===== src/hcbd_pkg.sv =====
`timescale 1ns / 1ps
// Shared types and constants for the chunked body decoder.
// No dependencies; read first by every other file.
package hcbd_pkg;

	localparam int DATA_W         = 8;
	localparam int STATUS_W       = 3;
	localparam int TOTAL_W        = 33;
	localparam int MAX_W          = 32;
	localparam int SIZE_BITS_DEF  = 32;
	localparam int APB_DATA_W     = 32;
	localparam int APB_ADDR_W     = 3;
	localparam int REG_IDX_LSB    = 2;

	localparam logic [APB_ADDR_W-REG_IDX_LSB-1:0] REG_MAX_BODY = '0;
	localparam logic [MAX_W-1:0]                  MAX_BODY_RST = '1;

	localparam logic [DATA_W-1:0] CHAR_CR = 8'h0d;
	localparam logic [DATA_W-1:0] CHAR_LF = 8'h0a;

	typedef enum logic [STATUS_W-1:0] {
		ST_BUSY     = 3'd0,
		ST_DONE     = 3'd1,
		ST_BAD      = 3'd2,
		ST_INCOMP   = 3'd3,
		ST_TOOLARGE = 3'd4
	} status_t;

	typedef struct packed {
		logic [DATA_W-1:0] out_byte;
		logic              out_valid;
		status_t           status;
	} result_t;

endpackage


===== src/hcbd_in_if.sv =====
`timescale 1ns / 1ps
// Input channel: raw body bytes and the end marker, valid/ready handshake.
// Depends on hcbd_pkg.
interface hcbd_in_if;
	import hcbd_pkg::*;

	logic              valid;
	logic              ready;
	logic [DATA_W-1:0] data_byte;
	logic              end_marker;

	modport source (output valid, output data_byte, output end_marker, input ready);
	modport sink   (input valid, input data_byte, input end_marker, output ready);
endinterface


===== src/hcbd_out_if.sv =====
`timescale 1ns / 1ps
// Output channel: one decoded result item per input item, valid/ready handshake.
// Depends on hcbd_pkg.
interface hcbd_out_if;
	import hcbd_pkg::*;

	logic                valid;
	logic                ready;
	logic [DATA_W-1:0]   out_byte;
	logic                out_valid;
	logic [STATUS_W-1:0] status;

	modport source (output valid, output out_byte, output out_valid, output status, input ready);
	modport sink   (input valid, input out_byte, input out_valid, input status, output ready);
endinterface


===== src/http_chunked_body_decoder.sv =====
`timescale 1ns / 1ps
// Top level of the chunked body decoder: input stage, APB register, result register.
// Depends on hcbd_pkg, hcbd_in_if, hcbd_out_if and hcbd_core.
//
//  channel    dir  protocol    payload
//  bytes_in   in   valid/ready data_byte, end_marker
//  bytes_out  out  valid/ready out_byte, out_valid, status
//  apb        in   APB r/w     max_body_bytes at byte address 0
//
// One item per cycle sustained while bytes_out.ready stays high. An accepted item
// passes through the input stage _s1, then the result register, from which it is
// taken. The framing state is updated in the same cycle as the result register.
// Reset returns the framing state to the start of a size line and
// max_body_bytes to all ones. A stalled result holds the input stage;
// bytes_in.ready falls only when both stages are full and unread.
module http_chunked_body_decoder #(
	parameter int SIZE_BITS = hcbd_pkg::SIZE_BITS_DEF
) (
	input  logic                              clk,
	input  logic                              arst_n,
	hcbd_in_if.sink                           bytes_in,
	hcbd_out_if.source                        bytes_out,
	input  logic                              psel,
	input  logic                              penable,
	input  logic                              pwrite,
	input  logic [hcbd_pkg::APB_ADDR_W-1:0]   paddr,
	input  logic [hcbd_pkg::APB_DATA_W-1:0]   pwdata,
	output logic [hcbd_pkg::APB_DATA_W-1:0]   prdata,
	output logic                              pready
);
	import hcbd_pkg::*;

	logic [MAX_W-1:0]  max_body_q;
	logic              v_s1;
	logic [DATA_W-1:0] byte_s1;
	logic              end_s1;
	logic              ov_q;
	result_t           res_q;
	result_t           res;
	logic              advance;
	logic              reg_sel;

	assign pready  = 1'b1;
	assign reg_sel = (paddr[APB_ADDR_W-1:REG_IDX_LSB] == REG_MAX_BODY);
	assign prdata  = reg_sel ? APB_DATA_W'(max_body_q) : '0;

	always_ff @(posedge clk or negedge arst_n) begin
		if (!arst_n) begin
			max_body_q <= MAX_BODY_RST;
		end else if (psel && penable && pwrite && reg_sel) begin
			max_body_q <= pwdata[MAX_W-1:0];
		end
	end

	assign advance        = v_s1 && (!ov_q || bytes_out.ready);
	assign bytes_in.ready = !v_s1 || advance;

	always_ff @(posedge clk or negedge arst_n) begin
		if (!arst_n) begin
			v_s1 <= 1'b0;
		end else if (bytes_in.ready) begin
			v_s1 <= bytes_in.valid;
		end
	end

	always_ff @(posedge clk) begin
		if (bytes_in.valid && bytes_in.ready) begin
			byte_s1 <= bytes_in.data_byte;
			end_s1  <= bytes_in.end_marker;
		end
	end

	hcbd_core #(
		.SIZE_BITS (SIZE_BITS)
	) u_core (
		.clk        (clk),
		.arst_n     (arst_n),
		.take       (advance),
		.data_byte  (byte_s1),
		.end_marker (end_s1),
		.max_body   (max_body_q),
		.res        (res)
	);

	always_ff @(posedge clk or negedge arst_n) begin
		if (!arst_n) begin
			ov_q <= 1'b0;
		end else if (advance) begin
			ov_q <= 1'b1;
		end else if (bytes_out.ready) begin
			ov_q <= 1'b0;
		end
	end

	always_ff @(posedge clk) begin
		if (advance) res_q <= res;
	end

	assign bytes_out.valid     = ov_q;
	assign bytes_out.out_byte  = res_q.out_byte;
	assign bytes_out.out_valid = res_q.out_valid;
	assign bytes_out.status    = res_q.status;

`ifndef NO_ASSERTIONS
	a_data_only_busy: assert property (@(posedge clk) disable iff (!arst_n)
		(ov_q && res_q.out_valid) |-> (res_q.status == ST_BUSY))
		else $error("data byte delivered with a final status");

	a_byte_zero: assert property (@(posedge clk) disable iff (!arst_n)
		(ov_q && !res_q.out_valid) |-> (res_q.out_byte == '0))
		else $error("out_byte not zero on a non-data item");

	a_stall_blocks: assert property (@(posedge clk) disable iff (!arst_n)
		(ov_q && !bytes_out.ready && v_s1) |-> !bytes_in.ready)
		else $error("input taken while both stages are stalled");

	a_final_sticky: assert property (@(posedge clk) disable iff (!arst_n)
		(advance && res.status != ST_BUSY) |=> (!advance || res.status == $past(res.status)))
		else $error("final status changed");
`endif

endmodule


===== src/hcbd_core.sv =====
`timescale 1ns / 1ps
// Chunk framing state and the per-byte update; the result is combinational.
// Depends on hcbd_pkg.
module hcbd_core #(
	parameter int SIZE_BITS = hcbd_pkg::SIZE_BITS_DEF
) (
	input  logic                         clk,
	input  logic                         arst_n,
	input  logic                         take,
	input  logic [hcbd_pkg::DATA_W-1:0]  data_byte,
	input  logic                         end_marker,
	input  logic [hcbd_pkg::MAX_W-1:0]   max_body,
	output hcbd_pkg::result_t            res
);
	import hcbd_pkg::*;

	typedef enum logic [2:0] {
		PH_SIZE    = 3'd0,
		PH_SIZE_LF = 3'd1,
		PH_DATA    = 3'd2,
		PH_DATA_CR = 3'd3,
		PH_DATA_LF = 3'd4
	} phase_t;

	phase_t               phase_q,  phase_d;
	logic [SIZE_BITS-1:0] size_q,   size_d;
	logic                 digit_q,  digit_d;
	logic [SIZE_BITS-1:0] left_q,   left_d;
	logic [TOTAL_W-1:0]   total_q,  total_d;
	status_t              status_q, status_d;

	logic       is_hex;
	logic [3:0] hex_val;

	always_comb begin
		is_hex  = 1'b1;
		hex_val = 4'd0;
		if (data_byte >= 8'h30 && data_byte <= 8'h39) begin
			hex_val = data_byte[3:0];
		end else if ((data_byte >= 8'h61 && data_byte <= 8'h66) ||
		             (data_byte >= 8'h41 && data_byte <= 8'h46)) begin
			hex_val = data_byte[3:0] + 4'd9;
		end else begin
			is_hex = 1'b0;
		end
	end

	always_comb begin
		phase_d  = phase_q;
		size_d   = size_q;
		digit_d  = digit_q;
		left_d   = left_q;
		total_d  = total_q;
		status_d = status_q;
		res.out_byte  = '0;
		res.out_valid = 1'b0;
		if (status_q == ST_BUSY) begin
			if (end_marker) begin
				status_d = ST_INCOMP;
			end else begin
				case (phase_q)
					PH_SIZE: begin
						if (data_byte == CHAR_CR) begin
							if (digit_q) phase_d = PH_SIZE_LF;
							else status_d = ST_BAD;
						end else if (!is_hex || size_q[SIZE_BITS-1 -: 4] != 4'd0) begin
							status_d = ST_BAD;
						end else begin
							size_d  = {size_q[SIZE_BITS-5:0], hex_val};
							digit_d = 1'b1;
						end
					end
					PH_SIZE_LF: begin
						if (data_byte != CHAR_LF) begin
							status_d = ST_BAD;
						end else if (size_q == '0) begin
							status_d = ST_DONE;
						end else begin
							left_d  = size_q;
							phase_d = PH_DATA;
						end
					end
					PH_DATA: begin
						res.out_byte  = data_byte;
						res.out_valid = 1'b1;
						if (total_q != '1) total_d = total_q + TOTAL_W'(1);
						left_d = left_q - SIZE_BITS'(1);
						if (left_q == SIZE_BITS'(1)) phase_d = PH_DATA_CR;
					end
					PH_DATA_CR: begin
						if (data_byte == CHAR_CR) phase_d = PH_DATA_LF;
						else status_d = ST_BAD;
					end
					PH_DATA_LF: begin
						if (data_byte != CHAR_LF) begin
							status_d = ST_BAD;
						end else if (total_q > {1'b0, max_body}) begin
							status_d = ST_TOOLARGE;
						end else begin
							phase_d = PH_SIZE;
							size_d  = '0;
							digit_d = 1'b0;
						end
					end
					default: status_d = ST_BAD;
				endcase
			end
		end
		res.status = status_d;
	end

	always_ff @(posedge clk or negedge arst_n) begin
		if (!arst_n) begin
			phase_q  <= PH_SIZE;
			size_q   <= '0;
			digit_q  <= 1'b0;
			left_q   <= '0;
			total_q  <= '0;
			status_q <= ST_BUSY;
		end else if (take) begin
			phase_q  <= phase_d;
			size_q   <= size_d;
			digit_q  <= digit_d;
			left_q   <= left_d;
			total_q  <= total_d;
			status_q <= status_d;
		end
	end

endmodule

===== src/flat_wrapper.sv =====
// flat-port wrapper written by rule: the top's interface ports become plain ports
module http_chunked_body_decoder_flat import hcbd_pkg::*;
#(
	parameter int SIZE_BITS = hcbd_pkg::SIZE_BITS_DEF
)
  (clk, arst_n, psel, penable, pwrite, paddr, pwdata, prdata, pready, bytes_in_valid, bytes_in_data_byte, bytes_in_end_marker, bytes_in_ready, bytes_out_valid, bytes_out_out_byte, bytes_out_out_valid, bytes_out_status, bytes_out_ready);
  hcbd_in_if bytes_in_i ();
  hcbd_out_if bytes_out_i ();
  input  logic clk;
  input  logic arst_n;
  input  logic psel;
  input  logic penable;
  input  logic pwrite;
  input  logic [hcbd_pkg::APB_ADDR_W-1:0] paddr;
  input  logic [hcbd_pkg::APB_DATA_W-1:0] pwdata;
  output logic [hcbd_pkg::APB_DATA_W-1:0] prdata;
  output logic pready;
  input wire logic [$bits(bytes_in_i.valid)-1:0] bytes_in_valid;
  input wire logic [$bits(bytes_in_i.data_byte)-1:0] bytes_in_data_byte;
  input wire logic [$bits(bytes_in_i.end_marker)-1:0] bytes_in_end_marker;
  output wire logic [$bits(bytes_in_i.ready)-1:0] bytes_in_ready;
  output wire logic [$bits(bytes_out_i.valid)-1:0] bytes_out_valid;
  output wire logic [$bits(bytes_out_i.out_byte)-1:0] bytes_out_out_byte;
  output wire logic [$bits(bytes_out_i.out_valid)-1:0] bytes_out_out_valid;
  output wire logic [$bits(bytes_out_i.status)-1:0] bytes_out_status;
  input wire logic [$bits(bytes_out_i.ready)-1:0] bytes_out_ready;
  assign bytes_in_i.valid = bytes_in_valid;
  assign bytes_in_i.data_byte = bytes_in_data_byte;
  assign bytes_in_i.end_marker = bytes_in_end_marker;
  assign bytes_in_ready = bytes_in_i.ready;
  assign bytes_out_valid = bytes_out_i.valid;
  assign bytes_out_out_byte = bytes_out_i.out_byte;
  assign bytes_out_out_valid = bytes_out_i.out_valid;
  assign bytes_out_status = bytes_out_i.status;
  assign bytes_out_i.ready = bytes_out_ready;
  http_chunked_body_decoder #(.SIZE_BITS(SIZE_BITS)) u_core (.clk(clk), .arst_n(arst_n), .bytes_in(bytes_in_i), .bytes_out(bytes_out_i), .psel(psel), .penable(penable), .pwrite(pwrite), .paddr(paddr), .pwdata(pwdata), .prdata(prdata), .pready(pready));
endmodule

===== config.mk =====
export PLATFORM = sky130hd
export DESIGN_NAME = http_chunked_body_decoder_flat
export DESIGN_NICKNAME = d
export VERILOG_FILES = /design/src/hcbd_pkg.sv /design/src/hcbd_in_if.sv /design/src/hcbd_out_if.sv /design/src/http_chunked_body_decoder.sv /design/src/hcbd_core.sv /design/src/flat_wrapper.sv
export SDC_FILE = /design/constraint.sdc
export NUM_CORES = 1
export LEC_CHECK = 0
export ABC_CLOCK_PERIOD_IN_PS = 2400
export BUFFER_PORTS_ARGS = -buffer_cell sky130_fd_sc_hd__buf_2
export CELL_PAD_IN_SITES_DETAIL_PLACEMENT = 0
export CELL_PAD_IN_SITES_GLOBAL_PLACEMENT = 2
export CORE_ASPECT_RATIO = 0.75
export CORE_MARGIN = 4
export CORE_UTILIZATION = 35
export CTS_BUF_LIST = sky130_fd_sc_hd__clkbuf_8
export CTS_CLUSTER_DIAMETER = 120
export DETAILED_ROUTE_END_ITERATION = 8
export GPL_TIMING_DRIVEN = 0
export HOLD_SLACK_MARGIN = 0.08
export PLACE_DENSITY_LB_ADDON = 0.1
export SYNTH_ARGS = -nofsm -noshare
export SYNTH_HDL_FRONTEND = slang
export SYNTH_SLANG_ARGS = --single-unit
export TNS_END_PERCENT = 50

===== constraint.sdc =====
create_clock -name clk -period 2.4 [get_ports clk]
set_input_delay 0.12 -clock clk [delete_from_list [all_inputs] [get_ports clk]]
set_output_delay 0.12 -clock clk [all_outputs]
set_load 0.01 [all_outputs]

Word-level counts from Yosys, hierarchy flattened
Cells that the tools add are included.

word-level totals
  bits in registers = 159
  input port bits = 51
  output and inout bits = 47
  word-level logic and storage cells = 116

cells by class
  add/sub/neg operators = 3
  reductions and logical operators = 29
  bitwise gates (word level) = 4
  equal/unequal tests = 18
  $lt $le $gt $ge = 7
  mux-type cells = 41

operators by type and width
  cell                                                                                 count
  32-bit 2-to-1 mux                                                                    7
  32-bit one-hot mux with 2 select lines                                               2
  3-bit 2-to-1 mux                                                                     18
  33-bit by 1-bit adder with 33-bit output, second input constant                      1
  33-bit by 32-bit > comparator with 1-bit output                                      1
  33-bit != test, second input constant                                                1
  32-bit by 1-bit equality test with 1-bit output, second input constant               1
  32-bit logical NOT                                                                   1
  32-bit by 1-bit subtractor with 32-bit output, second input constant                 1
  3-bit one-hot mux with 5 select lines                                                2
  2-bit != test, second input constant                                                 10
  8-bit by 7-bit greater-or-equal comparator with 1-bit output, second input constant  2
  8-bit by 7-bit less-or-equal comparator with 1-bit output, second input constant     2
  12-bit AND reduction                                                                 1
  1-bit 2-to-1 mux                                                                     9
  8-bit by 4-bit equality test with 1-bit output, second input constant                1
  8-bit by 6-bit greater-or-equal comparator with 1-bit output, second input constant  1
  8-bit by 6-bit less-or-equal comparator with 1-bit output, second input constant     1
  1-bit logical AND                                                                    8
  4-bit 2-to-1 mux                                                                     2
  8-bit by 4-bit != test with 1-bit output, second input constant                      1
  8-bit AND reduction                                                                  1
  3-bit by 2-bit equality test with 1-bit output, second input constant                2
  3-bit logical NOT                                                                    2
  other kinds (14)                                                                     24

Longest topological paths before layout
  depth after elaboration = 12
  depth in mapped cells = 12

Modules after synthesis
From an unflattened synthesis, not the netlist that was laid out.

second synthesis, totals
  cells, all modules = 907
  area, all modules = 8,941.1 sq um

modules (own cells, without submodules)
  module                     cells each  instances  area an instance (sq um)
  hcbd_core                  773         1          6,627.6
  http_chunked_body_decoder  134         1          2,313.5

Least setup slack after synthesis
No wires, ideal clock.

  kind = reg-to-reg
  start point = register u_core.max_body_q[30]
  end point = register u_core.u_core.size_q[3]
  stages on the path, launching flop included = 10
  path buffers = 1
  library setup time = 121 ps
  setup slack = 9 ps
  arrival = 2,270 ps
  data required time = 2,279 ps
  period minus slack after synthesis = 2,391 ps
  cell sequence = dfstp_2 inv_1 ha_1 nand4b_1 nor4_1 a31o_2 a21o_1 o2111ai_1 buf_2 a22o_1

between the ends
  longest elaborated chain between the ends = 3

RTL lines
  item                                             RTL line                         text
  start: declaration                               http_chunked_body_decoder.sv:33  logic [MAX_W-1:0] max_body_q;
  start signal: assignment                         http_chunked_body_decoder.sv:51  max_body_q <= pwdata[MAX_W-1:0];
  33-bit by 32-bit > comparator with 1-bit output  hcbd_core.sv:97                  end else if (total_q > {1'b0, max_body}) begin
  2-bit != test (no line)                          n/a
  8-bit AND reduction (no line)                    n/a
  end signal: assignment                           hcbd_core.sv:122                 size_q <= size_d;
  end: declaration                                 hcbd_core.sv:26                  logic [SIZE_BITS-1:0] size_q, size_d;

Every way passes these cells.
A chain may end at the register's enable or synchronous reset.

Worst setup path after layout
  start point = register u_core.max_body_q[30]
  end point = register u_core.u_core.size_q[30]

Same word-level chain as after synthesis.

==> reports/qor.yml <==
pwr:
  ir_drop_v: 0.000351
  powerDensity_nw_per_um2: 553
  finalPower_mw: 6.01
  p_leak_nw: 4.95
place:
  post-place-ws_ns: -0.931
  portBuffers: 94
  dp.cells: 1215
  hpwl_um: 17900
  place.gp.congestion: 0.847
cells_and_area:
  num_antenna_cells: 0
  fin_util: 0.464
  layout_commonest_cell: "dfrtp_1"
  nNetsFinal: 1103
  drive_gt1_frac: 0.324
  final_cells: 1325
  syn2layout_area_growth_pct: 28.4
  final_cell_mix: "dfrtp_1, buf_2, nor2_1"
logic_synthesis:
  netlist_area_um2: 8470
  synth_edf_count: 21
  ys.flop_type: "dfrtp_1"
  seq_area_frac_synth: 0.487
  ys_ff_latch: 159
  async_flop_share: 0.868
  synth_fp_nets: 911
  syn_inst: 820
  syn_area_per_cell_um2: 10.3
  ys_types: 69
  yosysWarnings: 0
floorplan:
  design.core.area_um2: 23400
  io_pins: 98
  die_y_um: 143
  rows: 48
  die_area_um2: 26800
  die_x_um: 188
  start_util: 0.361
min_path:
  min_path_type: "primary input to flip-flop"
job:
  maxCapViolations: 0
clock_tree:
  cts_root_buffer: "clkbuf_8"
  cts.sinks: 159
  cts.reportedPaths.clkPinSlew_ns: 0.09
  cts_tree: "built"
  clk_latency_ns: 0.47
  cts_htree_levels: 4
  cts_made_buffers: 17
  clockBufferDepth: 2
detailed_routing:
  wirelength_um: 25100
  post-route-drc-count: 0
  wl_met2_um: 10000
  first_pass_iters: 5
  drtIter0Drc: 438
  wl_met3_um: 1580
  antenna_left: 0
  wl_per_cell_um: 19.0
  vias: 7140
  wirelength_met1_um: 13300
  viasPerCell: 5.39
  top_layer_used: "met4"
grt:
  grt-ovfl-total: 0
  grt_pass1_vias: 7061
  antenna_found_initial: 0
  grt_pass1_wl_um: 39600
  grt_max_degree: 88
  grt_usage: 0.187
sta:
  finalMaxSlewViolations: 0
  finalCriticalPeriod_ns: 2.81
  post-route-period-util: 1.17
  rsz0062_at_grt: "true"
  finalHoldViolCount: 0
  fin_skew_ns: 0.0190
  setup_violations: 35
  fmax_mhz: 356
  worst_slack_ns: -0.411
  worst_pin_slew_ns: 0.886
  hold_ws_ns: 0.163
  slew_headroom: 0.408
setup_path:
  cp-end-kind: "flip-flop"
  cp_max_fo: 6
  critPathRequiredTime_ns: 2.75
  cpMostUsedCell: "buf_4"
  rrSetupSlack_ns: -0.41
  crit_path_start_kind: "flip-flop"
  crit_chain: "inv_1, ha_4, nand4b_1, buf_4, nor4_4, buf_4, a31o_4, a21o_1, o2111ai_4, buf_6, a22o_1"
  slowest_delay_ns: 0.54
  critical_path_class: "flip-flop to flip-flop"
  worstPathArrival_ns: 3.16
  cpMaxStageDelayCell: "dfstp_2"
outcome:
  violations: "setup timing"
  status: "finished, violations left"
-- final cells by class --
type                            count  area, µm²
Buffer                             34        184
Multi-Input combinational cell    576       4380
Tap cell                          300        375
Timing Repair Buffer              174       1220
Inverter                           50        188
Sequential cell                   159       4130
Fill cell                        2231      12500
Clock buffer                       18        248
Clock inverter                     14        151
-- critical path, delay by kind of cell, from the launching register on --
kind            cells  cell delay, ns
compound gates      4            0.81
buf+inv             4            0.70
flops               1            0.54
simple gates        2            0.40
fa+ha+maj           1            0.27
-- registers in the layout, indices dropped and copies added, names as in the netlist --
register                    flops
u_core.u_core.digit_q           1
u_core.bytes_out.out_byte       8
u_core.u_core.left_q           32
u_core.u_core.phase_q           3
u_core.bytes_out.valid          1
u_core.bytes_out.out_valid      1
u_core.end_s1                   1
u_core.v_s1                     1
u_core.max_body_q              32
u_core.u_core.size_q           32
u_core.u_core.status_q          3
u_core.byte_s1                  8
u_core.bytes_out.status         3
u_core.u_core.total_q          33
-- power breakdown --
part / total [mW] / switching, mW / internal, mW
sequential: 3.04 / 0.0815 / 2.96
clock: 2.10 / 1.12 / 0.971
combinational: 0.877 / 0.479 / 0.398
-- worst paths after layout --
check                                          startpoint                   endpoint  cells past startpoint
worst max-delay path                u_core.max_body_q[30]   u_core.u_core.size_q[30]                     11
worst min-delay path                               pwrite      u_core.max_body_q[20]                      3
worst max register to register      u_core.max_body_q[30]   u_core.u_core.size_q[30]                     11
worst min register to register  u_core.u_core.total_q[17]  u_core.u_core.total_q[17]                      1
max in group asynchronous                          arst_n   u_core.u_core.total_q[6]                      3
min in group asynchronous                          arst_n   u_core.u_core.left_q[20]                      2
-- cell families after synthesis --
family | count (synthesis) | share of synthesized area
buf+inv | 86 | 0.0409
simple gates | 280 | 0.172
mux | 36 | 0.0477
fa+ha+maj | 40 | 0.0591
compound gates | 187 | 0.160
other cells | 1 | 0.000443
flops | 159 | 0.487
xor+xnor | 31 | 0.0321
-- metrics by stage --
stage | setup TNS (ns) | cell area [µm²]
after detailed placement | -58.64 | 9350
after global routing | -18.95 | 10900
after floorplan | 0 | 8470
after CTS | -9.11 | 10500
after global placement | -156.95 | 9310
final | -13.05 | 10900
-- routing by layer --
layer  up-vias  GRT usage
met1      3545      0.298
met2       197      0.250
met5         -          0
met3        18     0.0494
li1       3380          -
met4         0     0.0371
-- synth_stat cells (all sizes together) (21+ instances only) --
master  count  area share
ha         40       0.059
nor3       26       0.017
a21oi      31       0.018
nand2      46       0.020
dfrtp     106        0.31
clkbuf     21      0.0095
edfxtp     21       0.074
inv        50       0.022
mux2       35       0.047
a22o       42       0.043
dfstp      32       0.099
o21ai      40       0.024
nor2       91       0.041
-- repair_timing --
| action | CTS | global route |
|---|---|---|
| gates resized for setup | 59 | 46 |
| setup buffers | 7 | 27 |
| endpoints found under the hold margin | 94 | 0 |
| hold buffers | 44 | 0 |
| setup endpoints to repair | 107 | 94 |
| pin swaps | 15 | 30 |
| cloned | 0 | 2 |
Note: power is estimated with default switching activity, not from simulation.
